**src/rtl/core/assert_macros.svh**
```systemverilog
// Assertion macros used by the deframer back end.
`ifndef ASSERT_MACROS_SVH
`define ASSERT_MACROS_SVH

// Same-cycle implication, disabled during reset.
`define ASSERT_NOW(label, ante, cons) \
  label: assert property (@(posedge clk) disable iff (rst) (ante) |-> (cons)) \
    else $error("assertion failed");

// Next-cycle implication, disabled during reset.
`define ASSERT_NEXT(label, ante, cons) \
  label: assert property (@(posedge clk) disable iff (rst) (ante) |=> (cons)) \
    else $error("assertion failed");

`endif

```
**src/rtl/core/fsda_pkg.sv**
```systemverilog
// Package: constants, sync word and shared types of the deframer.
package fsda_pkg;

  localparam int LINES       = 8;
  localparam int FRAME_BYTES = 165;

  localparam int SYNC_LEN    = 5;
  localparam int PAYLOAD_LEN = FRAME_BYTES - SYNC_LEN;

  localparam int LINE_W = (LINES > 1) ? $clog2(LINES) : 1;
  localparam int POS_W  = (PAYLOAD_LEN > 1) ? $clog2(PAYLOAD_LEN) : 1;
  localparam int PROG_W = 3;
  localparam int CNT_W  = 20;

  localparam int FIFO_DEPTH = 4;
  localparam int FIFO_PTR_W = $clog2(FIFO_DEPTH);
  localparam int FIFO_CNT_W = $clog2(FIFO_DEPTH + 1);

  localparam int CFG_IDX_W  = 1;
  localparam int CFG_DATA_W = 20;

  localparam logic [CFG_IDX_W-1:0] CFG_THRESHOLD = 1'd0;
  localparam logic [CFG_IDX_W-1:0] CFG_HOLD      = 1'd1;

  localparam logic signed [7:0] THRESHOLD_RESET = 8'sd0;
  localparam logic [CNT_W-1:0]  HOLD_RESET      = 20'd8000;

  localparam logic [7:0] SYNC_A = 8'h0a;
  localparam logic [7:0] SYNC_B = 8'hff;
  localparam logic [7:0] SYNC_WORD [SYNC_LEN] = '{SYNC_A, SYNC_B, SYNC_A, SYNC_B, SYNC_A};

  typedef struct packed {
    logic              is_sample;
    logic [LINE_W-1:0] line;
    logic [7:0]        value;
    logic              sync_found;
    logic              last;
  } item_t;

  typedef struct packed {
    logic signed [7:0] threshold;
    logic [CNT_W-1:0]  hold;
  } cfg_t;

endpackage

```
**src/rtl/core/fsda_if.sv**
```systemverilog
// Channel interfaces: input bytes, results and configuration writes.
interface fsda_byte_if;
  logic       valid;
  logic       ready;
  logic [7:0] data_byte;
  modport source (output valid, output data_byte, input ready);
  modport sink (input valid, input data_byte, output ready);
endinterface

interface fsda_result_if;
  logic              valid;
  logic              ready;
  logic              sample_valid;
  logic [2:0]        line_index;
  logic signed [7:0] sample_value;
  logic              line_active;
  logic              sync_found;
  logic              frame_last;
  modport source (output valid, output sample_valid, output line_index,
                  output sample_value, output line_active, output sync_found,
                  output frame_last, input ready);
  modport sink (input valid, input sample_valid, input line_index,
                input sample_value, input line_active, input sync_found,
                input frame_last, output ready);
endinterface

interface fsda_cfg_if;
  logic                                valid;
  logic                                ready;
  logic [fsda_pkg::CFG_IDX_W-1:0]      index;
  logic [fsda_pkg::CFG_DATA_W-1:0]     data;
  modport source (output valid, output index, output data, input ready);
  modport sink (input valid, input index, input data, output ready);
endinterface

```
**src/rtl/core/fsda_front.sv**
```systemverilog
// Front end: sync hunt, payload position and line tracking per byte.
module fsda_front (
  input  logic           clk,
  input  logic           rst,
  input  logic           in_valid,
  input  logic [7:0]     in_byte,
  input  logic           q_full,
  output logic           in_ready,
  output logic           push,
  output fsda_pkg::item_t push_item
);

  logic                          in_payload, in_payload_next;
  logic [fsda_pkg::PROG_W-1:0]   prog, prog_next;
  logic [fsda_pkg::POS_W-1:0]    pos, pos_next;
  logic [fsda_pkg::LINE_W-1:0]   line, line_next;
  logic                          accept;
  logic                          match;
  logic [fsda_pkg::PROG_W-1:0]   hunt_prog;
  logic                          at_end;

  assign in_ready = !q_full;
  assign accept   = in_valid && in_ready;
  assign push     = accept;

  assign match = (prog < fsda_pkg::PROG_W'(fsda_pkg::SYNC_LEN))
              && (in_byte == fsda_pkg::SYNC_WORD[prog]);
  assign hunt_prog = match ? prog + 1'b1
                   : ((in_byte == fsda_pkg::SYNC_A) ? 3'd1 : 3'd0);
  assign at_end = (pos == fsda_pkg::POS_W'(fsda_pkg::PAYLOAD_LEN - 1));

  always_comb begin
    in_payload_next = in_payload;
    prog_next       = prog;
    pos_next        = pos;
    line_next       = line;
    push_item.is_sample  = in_payload;
    push_item.line       = in_payload ? line : '0;
    push_item.value      = in_payload ? in_byte : 8'd0;
    push_item.sync_found = 1'b0;
    push_item.last       = 1'b0;
    if (in_payload) begin
      push_item.last = at_end;
      if (at_end) begin
        in_payload_next = 1'b0;
        pos_next        = '0;
        line_next       = '0;
        prog_next       = '0;
      end else begin
        pos_next  = pos + 1'b1;
        line_next = (line == fsda_pkg::LINE_W'(fsda_pkg::LINES - 1)) ? '0 : line + 1'b1;
      end
    end else begin
      if (hunt_prog == fsda_pkg::PROG_W'(fsda_pkg::SYNC_LEN)) begin
        push_item.sync_found = 1'b1;
        in_payload_next      = 1'b1;
        pos_next             = '0;
        line_next            = '0;
        prog_next            = '0;
      end else begin
        prog_next = hunt_prog;
      end
    end
  end

  always_ff @(posedge clk) begin
    if (rst) begin
      in_payload <= 1'b0;
      prog       <= '0;
      pos        <= '0;
      line       <= '0;
    end else if (accept) begin
      in_payload <= in_payload_next;
      prog       <= prog_next;
      pos        <= pos_next;
      line       <= line_next;
    end
  end

endmodule

```
**src/rtl/core/fsda_fifo.sv**
```systemverilog
// Short item queue between front and back end.
module fsda_fifo (
  input  logic            clk,
  input  logic            rst,
  input  logic            push,
  input  fsda_pkg::item_t push_item,
  input  logic            pop,
  output fsda_pkg::item_t pop_item,
  output logic            full,
  output logic            empty
);

  fsda_pkg::item_t                 mem [fsda_pkg::FIFO_DEPTH];
  logic [fsda_pkg::FIFO_PTR_W-1:0] wr_ptr, rd_ptr;
  logic [fsda_pkg::FIFO_CNT_W-1:0] count;

  function automatic logic [fsda_pkg::FIFO_CNT_W-1:0] FIFO_CNT_W_ONE(input logic b);
    FIFO_CNT_W_ONE = {{(fsda_pkg::FIFO_CNT_W-1){1'b0}}, b};
  endfunction

  assign full     = (count == fsda_pkg::FIFO_CNT_W'(fsda_pkg::FIFO_DEPTH));
  assign empty    = (count == '0);
  assign pop_item = mem[rd_ptr];

  always_ff @(posedge clk) begin
    if (push) begin
      mem[wr_ptr] <= push_item;
    end
  end

  always_ff @(posedge clk) begin
    if (rst) begin
      wr_ptr <= '0;
      rd_ptr <= '0;
      count  <= '0;
    end else begin
      if (push) begin
        wr_ptr <= wr_ptr + 1'b1;
      end
      if (pop) begin
        rd_ptr <= rd_ptr + 1'b1;
      end
      count <= count + FIFO_CNT_W_ONE(push) - FIFO_CNT_W_ONE(pop);
    end
  end

endmodule

```
**src/rtl/core/fsda_back.sv**
```systemverilog
// Back end: per-line activity counters and the result register.
`include "assert_macros.svh"

module fsda_back (
  input  logic                 clk,
  input  logic                 rst,
  input  fsda_pkg::cfg_t       cfg,
  input  logic                 q_empty,
  input  fsda_pkg::item_t      q_item,
  output logic                 pop,
  fsda_result_if.source        results
);

  logic [fsda_pkg::CNT_W-1:0]  cnt [fsda_pkg::LINES];
  logic [fsda_pkg::CNT_W-1:0]  cnt_cur, cnt_next;
  logic                        loud;
  logic                        out_valid;
  logic                        out_sample, out_active, out_sync, out_last;
  logic [fsda_pkg::LINE_W-1:0] out_line;
  logic [7:0]                  out_value;

  assign pop     = !q_empty && (!out_valid || results.ready);
  assign cnt_cur = cnt[q_item.line];
  assign loud    = $signed(q_item.value) > cfg.threshold;

  always_comb begin
    if (loud) begin
      cnt_next = cfg.hold;
    end else if (cnt_cur != '0) begin
      cnt_next = cnt_cur - 1'b1;
    end else begin
      cnt_next = '0;
    end
  end

  always_ff @(posedge clk) begin
    if (rst) begin
      for (int i = 0; i < fsda_pkg::LINES; i++) begin
        cnt[i] <= '0;
      end
    end else if (pop && q_item.is_sample) begin
      cnt[q_item.line] <= cnt_next;
    end
  end

  always_ff @(posedge clk) begin
    if (rst) begin
      out_valid <= 1'b0;
    end else if (pop) begin
      out_valid <= 1'b1;
    end else if (results.ready) begin
      out_valid <= 1'b0;
    end
  end

  always_ff @(posedge clk) begin
    if (pop) begin
      out_sample <= q_item.is_sample;
      out_line   <= q_item.line;
      out_value  <= q_item.value;
      out_active <= q_item.is_sample && (cnt_next != '0);
      out_sync   <= q_item.sync_found;
      out_last   <= q_item.last;
    end
  end

  assign results.valid        = out_valid;
  assign results.sample_valid = out_sample;
  assign results.line_index   = 3'(out_line);
  assign results.sample_value = $signed(out_value);
  assign results.line_active  = out_active;
  assign results.sync_found   = out_sync;
  assign results.frame_last   = out_last;

  `ASSERT_NEXT(a_pop_fills, pop, out_valid)
  `ASSERT_NEXT(a_loud_loads, pop && q_item.is_sample && loud, cnt[out_line] == $past(cfg.hold))
  `ASSERT_NEXT(a_idle_quiet, pop && !q_item.is_sample, !out_active && !out_last)

endmodule

```
**src/rtl/core/frame_sync_deinterleave_activity_top.sv**
```systemverilog
// A transferred byte is written into the queue and then popped into the result register, which drives valid.
// Throughput: one byte per cycle while the queue is not full, set by the back end's counter update on each pop.
// A four-entry queue decouples the sync hunt from the result stall.
// Reset (rst, synchronous): hunting, all line counters zero, threshold 0, hold 8000.
// Configuration writes are always accepted; write only while idle.
// Top level of the sync-word deframer with line deinterleave and activity hold.
module frame_sync_deinterleave_activity_top (
  input  logic           clk,
  input  logic           rst,
  fsda_byte_if.sink      bytes,
  fsda_result_if.source  results,
  fsda_cfg_if.sink       cfg
);

  fsda_pkg::cfg_t  cfg_regs;
  fsda_pkg::item_t push_item, pop_item;
  logic            push, pop, q_full, q_empty;

  assign cfg.ready = 1'b1;

  always_ff @(posedge clk) begin
    if (rst) begin
      cfg_regs.threshold <= fsda_pkg::THRESHOLD_RESET;
      cfg_regs.hold      <= fsda_pkg::HOLD_RESET;
    end else if (cfg.valid) begin
      unique case (cfg.index)
        fsda_pkg::CFG_THRESHOLD: cfg_regs.threshold <= $signed(cfg.data[7:0]);
        fsda_pkg::CFG_HOLD:      cfg_regs.hold      <= cfg.data[fsda_pkg::CNT_W-1:0];
        default: ;
      endcase
    end
  end

  fsda_front u_front (
    .clk       (clk),
    .rst       (rst),
    .in_valid  (bytes.valid),
    .in_byte   (bytes.data_byte),
    .q_full    (q_full),
    .in_ready  (bytes.ready),
    .push      (push),
    .push_item (push_item)
  );

  fsda_fifo u_fifo (
    .clk       (clk),
    .rst       (rst),
    .push      (push),
    .push_item (push_item),
    .pop       (pop),
    .pop_item  (pop_item),
    .full      (q_full),
    .empty     (q_empty)
  );

  fsda_back u_back (
    .clk     (clk),
    .rst     (rst),
    .cfg     (cfg_regs),
    .q_empty (q_empty),
    .q_item  (pop_item),
    .pop     (pop),
    .results (results)
  );

endmodule
```
**src/flat_wrapper.sv**
```systemverilog
// flat-port wrapper written by rule: the top's interface ports become plain ports
module frame_sync_deinterleave_activity_top_flat 
  (clk, rst, bytes_valid, bytes_data_byte, bytes_ready, results_valid, results_sample_valid, results_line_index, results_sample_value, results_line_active, results_sync_found, results_frame_last, results_ready, cfg_valid, cfg_index, cfg_data, cfg_ready);
  fsda_byte_if bytes_i ();
  fsda_result_if results_i ();
  fsda_cfg_if cfg_i ();
  input  logic clk;
  input  logic rst;
  input wire logic [$bits(bytes_i.valid)-1:0] bytes_valid;
  input wire logic [$bits(bytes_i.data_byte)-1:0] bytes_data_byte;
  output wire logic [$bits(bytes_i.ready)-1:0] bytes_ready;
  output wire logic [$bits(results_i.valid)-1:0] results_valid;
  output wire logic [$bits(results_i.sample_valid)-1:0] results_sample_valid;
  output wire logic [$bits(results_i.line_index)-1:0] results_line_index;
  output wire logic [$bits(results_i.sample_value)-1:0] results_sample_value;
  output wire logic [$bits(results_i.line_active)-1:0] results_line_active;
  output wire logic [$bits(results_i.sync_found)-1:0] results_sync_found;
  output wire logic [$bits(results_i.frame_last)-1:0] results_frame_last;
  input wire logic [$bits(results_i.ready)-1:0] results_ready;
  input wire logic [$bits(cfg_i.valid)-1:0] cfg_valid;
  input wire logic [$bits(cfg_i.index)-1:0] cfg_index;
  input wire logic [$bits(cfg_i.data)-1:0] cfg_data;
  output wire logic [$bits(cfg_i.ready)-1:0] cfg_ready;
  assign bytes_i.valid = bytes_valid;
  assign bytes_i.data_byte = bytes_data_byte;
  assign bytes_ready = bytes_i.ready;
  assign results_valid = results_i.valid;
  assign results_sample_valid = results_i.sample_valid;
  assign results_line_index = results_i.line_index;
  assign results_sample_value = results_i.sample_value;
  assign results_line_active = results_i.line_active;
  assign results_sync_found = results_i.sync_found;
  assign results_frame_last = results_i.frame_last;
  assign results_i.ready = results_ready;
  assign cfg_i.valid = cfg_valid;
  assign cfg_i.index = cfg_index;
  assign cfg_i.data = cfg_data;
  assign cfg_ready = cfg_i.ready;
  frame_sync_deinterleave_activity_top u_core (.clk(clk), .rst(rst), .bytes(bytes_i), .results(results_i), .cfg(cfg_i));
endmodule
```
**config.mk**
```make
export PLATFORM = sky130hd
export DESIGN_NAME = frame_sync_deinterleave_activity_top_flat
export DESIGN_NICKNAME = d
export VERILOG_FILES = /design/src/rtl/core/fsda_pkg.sv /design/src/rtl/core/fsda_if.sv /design/src/rtl/core/fsda_front.sv /design/src/rtl/core/fsda_fifo.sv /design/src/rtl/core/fsda_back.sv /design/src/rtl/core/frame_sync_deinterleave_activity_top.sv /design/src/flat_wrapper.sv
export VERILOG_INCLUDE_DIRS = /design/src /design/src/rtl/core
export SDC_FILE = /design/constraint.sdc
export NUM_CORES = 1
export LEC_CHECK = 0
export ABC_AREA = 1
export BUFFER_PORTS_ARGS = -buffer_cell sky130_fd_sc_hd__buf_2
export CAP_MARGIN = 5
export CORE_UTILIZATION = 45
export DETAILED_ROUTE_END_ITERATION = 10
export PLACE_DENSITY = 0.72
export SYNTH_ARGS = -nofsm -noshare
export SYNTH_HDL_FRONTEND = slang
export SYNTH_HIERARCHICAL = 1
export SYNTH_SLANG_ARGS = --single-unit
export TNS_END_PERCENT = 50
```
**constraint.sdc**
```tcl
create_clock -name clk -period 8.3 [get_ports clk]
set_input_delay 0.83 -clock clk [delete_from_list [all_inputs] [get_ports clk]]
set_output_delay 0.83 -clock clk [all_outputs]
set_load 0.005 [all_outputs]
```
==> results of run 1 <==
==> final cells by class <==
class                           count  area, um^2
Sequential cell                   284        8000
Fill cell                        2845       15700
Multi-Input combinational cell   1028        4820
Clock inverter                     17         166
Tap cell                          402         503
Inverter                          283        1070
Timing Repair Buffer               69         393
Clock buffer                       37         816
==> worst max-delay path: cells and delay by family (launching register included) <==
family / cells / cell delay (ns)
buffers and inverters: 5 / 1.53
AOI/OAI and AO/OA: 4 / 0.84
DFF: 1 / 0.32
and+or+nand+nor: 13 / 1.63
adders and majority gates: 1 / 0.21
==> where the power goes <==
group / total [mW] / switching, mW / leakage, nW / internal, mW
Combinational: 2.83 / 2.09 / 3.77 / 0.746
Clock: 1.33 / 0.543 / 0.492 / 0.787
Sequential: 1.80 / 0.0558 / 2.79 / 1.75
Total: 5.97 / 2.69 / 7.05 / 3.28
==> state kept, by name, indices dropped and copies added, names as in the netlist, named ones only <==
name                                cells
u_core/cfg_regs                        28
u_core/u_fifo/mem                      56
u_core/u_fifo/count                     3
u_core/u_fifo/wr_ptr                    2
u_core/u_back/results.sample_value      8
u_core/u_front/line                     3
u_core/u_back/results.line_index        3
u_core/u_back/results.line_active       1
u_core/u_back/results.frame_last        1
u_core/u_back/results.valid             1
u_core/u_back/cnt                     160
u_core/u_back/results.sample_valid      1
u_core/u_front/in_payload               1
u_core/u_front/pos                      8
u_core/u_back/results.sync_found        1
u_core/u_fifo/rd_ptr                    2
u_core/u_front/prog                     3
==> synth_stat cells (all sizes together) <==
library cell,count,area share [%]
xor2,3,0.18
nor2,319,9.3
a22oi,1,0.052
dfxtp,53,7.4
conb,1,0.026
o21bai,4,0.21
clkbuf,21,0.55
inv,280,7.3
nor3,5,0.21
ha,20,1.7
nand4,9,0.50
edfxtp,231,48
buf,46,2.9
o211ai,16,1.3
a21boi,1,0.078
o21ai,39,1.4
nand2,433,12
nand3,129,4.6
xnor2,3,0.18
nand3b,5,0.26
clkinv,3,0.087
fa,1,0.14
or2,2,0.087
a21oi,37,1.4
==> stage by stage <==
step,instance area [um^2],setup slack [ns]
final,15800,3.45
after global routing,15800,2.97
after CTS,15800,3.53
after detailed placement,14800,3.58
after global placement,14800,3.67
after floorplan,14400,4.92
==> final timing paths <==
| check | slack (ns) | endpoint | cells after the start |
|---|---|---|---|
| worst max-delay path | 3.45 | u_core/u_back/results.line_active | 23 |
| worst min-delay path | 0.48 | u_core/cfg_regs[6] | 2 |
| worst max register to register | 3.45 | u_core/u_back/results.line_active | 23 |
| worst min register to register | 0.48 | u_core/cfg_regs[6] | 2 |
==> metal layers <==
metal  wire length (um)  up-vias  track usage [%]  part of all wire [%]
li1                   -     5278                -                     -
met3               2190       61             3.20                   6.7
met4                781        0             5.71                   2.4
met5                  0        -                0                     0
met2              15800      347             35.0                    48
met1              14000     5009             26.2                    43
==> logic make-up after synthesis <==
group,count (synthesis),synth area share [%]
compound gates,98,4.44
buf+inv,350,10.9
other cells,1,0.0261
fa+ha+maj,21,1.88
simple gates,902,26.7
flops,284,55.7
xor+xnor,6,0.366
==> reports/summary.txt, run 1 <==
status: finished clean
total chip power: 5.97 mW
Mapped Cells: 1,662
later-pin clock latency in the skew report: 0.55 ns
TNS Setup: 0 ns
Clock Sink Count: 284
layout cell share with drive strength beyond 1: 12.0%
fin crit share: 58.5%
WP data required: 8.60 ns
Die ar.: 32,700 um^2
hold slack: 0.477 ns
Finished Layout Cells: 2,120
DRT antenna net count: 0
vias: 10.7k
drt wl/cell: 15.4 um
CP cell instances: buf_4 > a21oi_1 > o21ai_1 > nand2_4 > inv_4 > nor2_1 > nand2_1 > nand2_1 > nor2_1 > nand2_1 > inv_1 > ha_1 > nand3_2 > inv_2 > nand2_1 > o21bai_1 > nand2_1 > a21boi_2 > nand2_2 > nor2_1 > nand3_1 > nand2_1 > inv_1
H-tree depth: 1
starting density of the core: 45.7%
worst-path maximum fanout: 75
post-cts sizing count: 0
Max Slew Vio Count: 0
CP arrival: 5.15 ns
postcts setup bufs: 0
pin count of the biggest net entering global routing: 76
Synth-to-Final Area Change: 9.67%
Final Hold Vio Count: 0
Die Height: 181 um
Max-Cap Viols: 0
fmax: 206 MHz
CP Launch Type: flop
cell area after synthesis: 14,400 um^2
static leakage: 7.05 nW
TritonCTS clock tree: built
clock root buffer: clkbuf_16
maximum vdd drop: 0.242 mV
Hold Buf Count CTS: 0
cell repeated most along the worst path: nand2_1
HP Class: reg2reg
drt pass-1 iters: 6
gr ovfl total: 0
Crit path largest cell delay: 0.71 ns
sequential area share after synthesis: 55.7%
Buffers on Ports: 50
detailed placement HPWL: 21.0 mm
RSZ-0062 raised after global routing: no
CP Capture Type: flop
Placed Instances: 2,066
die width: 181 um
vias in the first global route: 10.2k
Util after Layout: 50.1%
Slew HR: 22.8%
Ys Warns: 6
Clock transition at path regs: 0.06 ns
DR vias/cell: 5.04
most common cell after layout, fill and taps aside: nand2_1
drt initial violations: 914
final WL: 32.7 mm
CTS Buf Count: 29
Yosys reg bits: 284
routability cong.: 0.968
GRT Overall Usage: 20.2%
post-route minimum period: 4.85 ns
row cnt: 65
clock buffer depth: 3
Final nets: 1,750
Slowest-stage cell, CP: inv_4
most frequent cells in the layout: nand2_1 (409), nor2_1 (290), inv_1 (270), edfxtp_1 (231), nand3_1 (127)
CORE AREA: 31,500 um^2
number of remaining DRC errors: 0
count of cell types in the netlist: 43
first-pass GRT wire length: 52.2 mm
final setup fails: 0
Pwr per Cell Area: 379 nW/um^2
synthesized area per cell: 8.65 um^2
hold path start: u_core/cfg_regs[6]
Worst Skew: 0.0172 ns
I/O Pins: 52
worst slew pin tran: 1.15 ns
kind of critical path: reg2reg
ANT cells: 0
initial antenna violation count: 1
Post-Syn Nets: 1,717
(Power assumes the default switching activity.)
==> run 2: changes to the inputs <==
- ABC_AREA: 1 -> 0
- clock period: 8.3 -> 4.5 ns (I/O delays scaled with it)
==> run 2 against run 1 <==
  * Synthesized cell count down 43%
  * Die area shrank 8.9%
  * Sequential power is 83% higher
  * Flip-flop and latch count unchanged
  * Clock power up 98%
  * Maximum frequency rose by 15%
  * Setup slack lost 3.2 ns
  * Utilization rose by 2.4 points
  * Largest power group unchanged
  * Largest cell class unchanged
  * Via count decreased by 23%
==> reports/summary.txt, run 2 <==
Synth-to-Final Area Change: 14.8%
gr ovfl total: 0
fin crit share: 94.0%
area of the multi-input gates: 4670 um^2
Final Hold Vio Count: 0
flip-flop and latch area: 8000 um^2
DRT antenna net count: 0
cell area after synthesis: 13,100 um^2
RSZ-0062 raised after global routing: no
sequential area share after synthesis: 61.2%
Clock Sink Count: 284
Max-Cap Viols: 0
GR Layer Usage met3: 3.82%
maximum vdd drop: 0.429 mV
post-synth top area share: 53.1%
Max Slew Vio Count: 0
layout cell share with drive strength beyond 1: 23.3%
Ys Warns: 6
CTS Buf Count: 29
CP Capture Type: flop
crit-path leading delay family: simple AND/OR/NAND/NOR gates
most frequent cells in the layout: edfxtp_1 (231), nor2_1 (174), dfxtp_1 (52), buf_4 (51), buf_2 (50)
most used routing layer: met2
Finished Layout Cells: 1,438
cell repeated most along the worst path: mux4_2
Post-Syn Nets: 1,006
worst slew pin tran: 0.866 ns
I/O Pins: 52
Pwr per Cell Area: 647 nW/um^2
DR vias/cell: 5.76
postcts setup bufs: 0
Placed Instances: 1,383
Main synth FF type: edfxtp_1
drt wl/cell: 22.1 um
fmax: 236 MHz
Async SR Flop Fraction: 0%
CP Launch Type: flop
CP cell instances: mux4_2 > buf_12 > buf_4 > mux4_2 > mux2_4 > nor4_4 > nand3_2 > or4_4 > nand2_2 > and3_1 > nand4_1 > o31a_1
total chip power: 9.71 mW
Crit path largest cell delay: 0.64 ns
Largest register FFs: 160
Top reg by flops: u_core/u_back/cnt
vias in the first global route: 8,333
Final nets: 1,085
CP arrival: 4.54 ns
row cnt: 62
HP Class: in2reg
die width: 172 um
clock buffer depth: 3
TritonCTS clock tree: built
Buffers on Ports: 50
final WL: 31.7 mm
kind of critical path: reg2reg
Mapped Cells: 951
Util after Layout: 52.4%
post-route minimum period: 4.23 ns
layout filler cell count: 2,343
H-tree depth: 1
pin count of the biggest net entering global routing: 65
largest cells by area after synthesis: edfxtp_1 (53%), dfxtp_1 (8.1%), mux4_2 (7.8%)
Slowest-stage cell, CP: or4_4
clock root buffer: clkbuf_16
vias: 8,285
most common cell after layout, fill and taps aside: edfxtp_1
worst-path maximum fanout: 21
synthesized area per cell: 13.7 um^2
drt pass-1 iters: 5
met2 usage: 38.5%
Hold Buf Count CTS: 0
Worst Skew: 0.0142 ns
Die Height: 172 um
final setup fails: 0
Post-synth top cells: edfxtp_1 (231), nor2_1 (174), dfxtp_1 (53)
Die ar.: 29,700 um^2
GRT Overall Usage: 22.0%
initial antenna violation count: 2
Post-synth EDFFs: 231
largest area contributor in the netlist: edfxtp_1
drt initial violations: 753
largest registers: u_core/u_back/cnt: 160 flops, u_core/u_fifo/mem: 56 flops, u_core/cfg_regs: 28 flops
detailed placement HPWL: 20.5 mm
count of cell types in the netlist: 86
CORE AREA: 28,600 um^2
routability cong.: 0.900
Clock transition at path regs: 0.07 ns
WP data required: 4.81 ns
starting density of the core: 45.7%
status: finished clean
static leakage: 5.44 nW
first-pass GRT wire length: 48.4 mm
Buf/Inv on CP: 2
GR Util met1: 27.6%
count leader, synth: edfxtp_1
later-pin clock latency in the skew report: 0.56 ns
Slew HR: 42.3%
Yosys reg bits: 284
TNS Setup: 0 ns
number of remaining DRC errors: 0
==> run 2: changes by cell type after synthesis, sizes merged, moves of 13 or more <==
cell    previous run  this run
and2               0        18
a21oi             37        14
mux4               0        52
nand2            433        32
nand2b             0        35
nor2             319       175
o211ai            16         3
mux2i              0        35
o21ai             39        17
buf               46        25
nand3            129        26
nor3               5        19
inv              280        21
==> run 2: path summary, 6_finish.rpt <==
kind                                        startpoint                                 to  slack, ns  cells after the start
worst max-delay path                              flop  u_core/u_back/results.line_active       0.27                     12
worst min-delay path                      cfg_data[18]                u_core/cfg_regs[18]       0.14                      3
worst max register to register                    flop  u_core/u_back/results.line_active       0.27                     12
worst min register to register  u_core/u_front/prog[2]             u_core/u_front/prog[2]       0.48                      2
==> run 2: kinds of logic (layout without fill, tap and decap cells) <==
group	count (synthesis)	after routing	synth area share, %
mux	93	93	12.9
xor+xnor	15	15	1.12
other cells	1	2	0.0287
buf+inv	79	181	3.20
simple gates	360	360	13.6
fa+ha+maj	21	21	2.07
flops	284	284	61.2
compound gates	98	98	5.94
==> run 2: through the flow <==
stage	hold slack, ns	area [um^2]	setup WS, ns
floorplan	0.435	13100	0.336
global placement	0.459	13900	0.266
detailed placement	0.468	13900	0.215
CTS	0.119	15000	0.168
global route	0.150	15000	0.101
finish	0.139	15000	0.271
==> run 2: layout make-up <==
type,count,share of cell area (%)
Antenna cell,1,0.0167
Clock buffer,39,5.57
Clock inverter,15,1.54
Inverter,22,0.550
Multi-Input combinational cell,588,31.1
Sequential cell,284,53.3
Tap cell,384,3.20
Timing Repair Buffer,105,4.75
==> run 2: power breakdown <==
group	switching, mW	internal [mW]	total [mW]
Sequential	0.118	3.19	3.30
Combinational	2.23	1.54	3.78
Clock	1.02	1.60	2.63
Total	3.38	6.33	9.71
==> run 2: timing repair <==
item | in CTS | in global routing
hold endpoints to repair | 0 | 0
setup endpoints to repair | 0 | 1
gates resized for setup | 0 | 1
==> run 2: worst reg2reg max path, stage by stage, from the launching register on <==
cell	delay, ns
dfxtp_1	0.52
mux4_2	0.31
buf_12	0.23
buf_4	0.24
mux4_2	0.51
mux2_4	0.30
nor4_4	0.26
nand3_2	0.16
or4_4	0.64
nand2_2	0.21
and3_1	0.20
nand4_1	0.10
o31a_1	0.29
==> run 2: metal layers <==
layer  part of all wire (%)  vias to the layer above
met5                      0                        -
met4                    3.1                        0
met3                    7.1                       69
met2                     50                      308
met1                     39                     4181
li1                       -                     3727
==> run 3: changes to the inputs <==
- SYNTH_HIERARCHICAL: 1 -> default
==> run 3 against run 2 <==
  * Synthesized area down 0.80%
  * Cell count up 6.9%
  * Combinational power up 16%
  * Register-to-register slack about the same
  * Sequential power about the same
  * Clock power down 8.4%
  * Maximum frequency about the same
  * Largest power group unchanged
  * Highest routed layer unchanged
==> reports/summary.txt, run 3 <==
I/O Pins: 52
CTS Buf Count: 29
vias in the first global route: 8,398
Sw Pwr: 3.96 mW
Post-Synth Simple-Gate Area: 15.4%
number of remaining DRC errors: 0
largest family of logic cells by synthesized area: simple AND/OR/NAND/NOR gates
largest registers: u_core.u_back.cnt: 160 flops, u_core.u_fifo.mem: 56 flops, u_core.cfg_regs: 28 flops
largest cells by area after synthesis: edfxtp_1 (53%), dfxtp_1 (8.2%), nor2_1 (6.2%)
count of cell types in the netlist: 78
Post-synth EDFFs: 231
largest area contributor in the netlist: edfxtp_1
Clock transition at path regs: 0.06 ns
worst setup path end: u_core.u_back.results.line_active
Async SR Flop Fraction: 0%
Worst R2R Path Depth: 14
Post-synth top cells: edfxtp_1 (231), nor2_1 (215), nand2_1 (101)
starting density of the core: 46.2%
first-pass GRT wire length: 48.6 mm
Util after Layout: 52.6%
Pwr per Cell Area: 687 nW/um^2
fmax: 236 MHz
vias: 8,683
Slowest-stage cell, CP: mux4_2
pre-CTS setup slack: 0.129 ns
flip-flop and latch area: 8000 um^2
Buf/Inv on CP: 1
CP Launch Type: flop
Largest register FFs: 160
static leakage: 5.54 nW
kind of critical path: reg2reg
post-route minimum period: 4.23 ns
Max-Cap Viols: 0
mux share of post-synthesis cell area: 8.94%
clock buffer depth: 3
Slew HR: 35.9%
Max Slew Vio Count: 0
Switching Fraction: 39.1%
Final nets: 1,191
most frequent cells in the layout: edfxtp_1 (231), nor2_1 (215), nand2_1 (101), mux2i_1 (73), dfxtp_1 (52)
initial antenna violation count: 0
setup slack, reg-to-reg: 0.27 ns
most common cell after layout, fill and taps aside: edfxtp_1
HP Class: in2reg
status: finished clean
Final Hold Vio Count: 0
drt pass-1 iters: 7
drt initial violations: 817
layout cell share with drive strength beyond 1: 17.6%
Crit Reg-Reg Endpoint: u_core.u_back.results.line_active
maximum vdd drop: 0.417 mV
Die ar.: 29,500 um^2
CP Capture Type: flop
GRT Overall Usage: 22.2%
gr ovfl total: 0
routability cong.: 0.872
hold slack: 0.112 ns
XOR/XNOR Fraction of Synth Area: 1.62%
Buffers on Ports: 50
Hold Buf Count CTS: 0
count leader, synth: edfxtp_1
Setup WS post-layout: 0.272 ns
detailed placement HPWL: 21.6 mm
combinational power share: 43.4%
worst slew pin tran: 0.960 ns
DR vias/cell: 5.65
Synth Area in Adders: 1.99%
TNS Setup: 0 ns
CORE AREA: 28,100 um^2
Post-Syn Nets: 1,116
Crit path largest cell delay: 0.55 ns
clock root buffer: clkbuf_16
Yosys reg bits: 284
RSZ-0062 raised after global routing: no
Internal Pwr Total: 6.18 mW
Finished Layout Cells: 1,537
Ys Warns: 0
H-tree depth: 1
ANT cells: 0
TritonCTS clock tree: built
later-pin clock latency in the skew report: 0.55 ns
post-synth top area share: 53.5%
crit-path leading delay family: compound AO/OA/AOI/OAI gates
DRT antenna net count: 0
synthesized area per cell: 12.2 um^2
pin count of the biggest net entering global routing: 43
row cnt: 61
final setup fails: 0
final WL: 32.1 mm
Placed Instances: 1,484
Mapped Cells: 1,062
drt wl/cell: 20.9 um
clock share of power: 23.8%
Synth Area in Compound Gates: 7.34%
Worst Skew: 0.0272 ns
Clock Sink Count: 284
sequential share of power: 32.9%
area of the multi-input gates: 4610 um^2
Die Height: 172 um
Main synth FF type: edfxtp_1
layout filler cell count: 2,401
worst-path maximum fanout: 4
fin crit share: 94.0%
CP arrival: 4.53 ns
cell area after synthesis: 13,000 um^2
sequential area share after synthesis: 61.7%
CP cell instances: mux4_2 > mux2_1 > a221o_1 > a221oi_4 > ha_1 > inv_1 > or3_1 > o31ai_1 > a31oi_1 > a21bo_2 > and3_1 > and4_1 > nand4_1 > o31a_1
Stages on worst setup path: 14
WP data required: 4.80 ns
die width: 172 um
Top reg by flops: u_core.u_back.cnt
Synth-to-Final Area Change: 13.9%
==> run 3: cell count changes in the layout (fill, tap and decap cells not counted), sizes merged, moves of 9 or more <==
| cell | delta |
|---|---|
| a21oi | +24 |
| a22oi | +16 |
| mux2i | +39 |
| mux4 | -36 |
| nand2 | +69 |
| nand2b | -22 |
| nand3 | -21 |
| nor2 | +45 |
| nor3 | -9 |
| o22ai | +12 |
==> run 3: cells by family after synthesis <==
logic type | Yosys count
adder cells (fa/ha/maj) | 20
flip-flops | 284
XOR/XNOR | 24
buffers and inverters | 80
AND/OR/NAND/NOR | 430
multiplexers | 94
other | 1
AO/OA/AOI/OAI | 129
==> run 3: worst register-to-register path, stage by stage, from the launching register on <==
cell and delay [ns]:
dfxtp_2 0.39, mux4_2 0.55, mux2_1 0.32, a221o_1 0.34, a221oi_4 0.33, ha_1 0.20, inv_1 0.06, or3_1 0.44
o31ai_1 0.27, a31oi_1 0.13, a21bo_2 0.23, and3_1 0.13, and4_1 0.21, nand4_1 0.08, o31a_1 0.32
==> run 3: how the worst min path moves through the flow <==
stage | from | endpoint | slack, ns | cells after the start
2_1_floorplan | u_core.cfg_regs[2] | u_core.cfg_regs[2] | 0.44 | 2
3_3_place_gp | u_core.cfg_regs[2] | u_core.cfg_regs[2] | 0.45 | 2
3_5_place_dp | u_core.cfg_regs[2] | u_core.cfg_regs[2] | 0.46 | 2
4_1_cts | cfg_data[12] | u_core.cfg_regs[12] | 0.11 | 3
5_1_grt | cfg_data[11] | u_core.cfg_regs[11] | 0.13 | 3
6_report | cfg_data[9] | u_core.cfg_regs[9] | 0.11 | 3
==> run 3: layout make-up <==
| cell class | instances | area share (%) |
|---|---|---|
| Clock buffer | 38 | 5.63 |
| Clock inverter | 15 | 0.856 |
| Inverter | 22 | 0.559 |
| Multi-Input combinational cell | 698 | 31.2 |
| Sequential cell | 284 | 54.2 |
| Tap cell | 378 | 3.20 |
| Timing Repair Buffer | 102 | 4.36 |
==> run 3: stage by stage <==
step / power [mW] / cell area [um^2]
2_1_floorplan: 6.15 / 13000
3_3_place_gp: 7.61 / 13800
3_5_place_dp: 7.63 / 13800
4_1_cts: 10.0 / 14700
5_1_grt: 10.5 / 14800
6_report: 10.1 / 14800
==> run 3: repair_timing <==
| item | CTS | global route |
|---|---|---|
| gates resized for setup | 0 | 6 |
| buffers inserted | 0 | 0 |
| setup endpoints to repair | 0 | 8 |
==> run 3: power by group through the flow <==
stage                     sequential, mW  combinational [mW]  clock (mW)
final                               3.33                4.40        2.41
after global routing                3.36                4.67        2.52
after CTS                           3.34                4.28        2.43
after detailed placement            3.38                4.24           0
after global placement              3.38                4.24           0
after floorplan                     3.35                2.80           0
==> run 3: per-layer routing <==
| layer | part of all wire [%] | global-route usage, % |
|---|---|---|
| met5 | 0 | 0 |
| met4 | 2.1 | 5.58 |
| met3 | 11 | 6.01 |
| met2 | 46 | 35.9 |
| met1 | 41 | 29.5 |
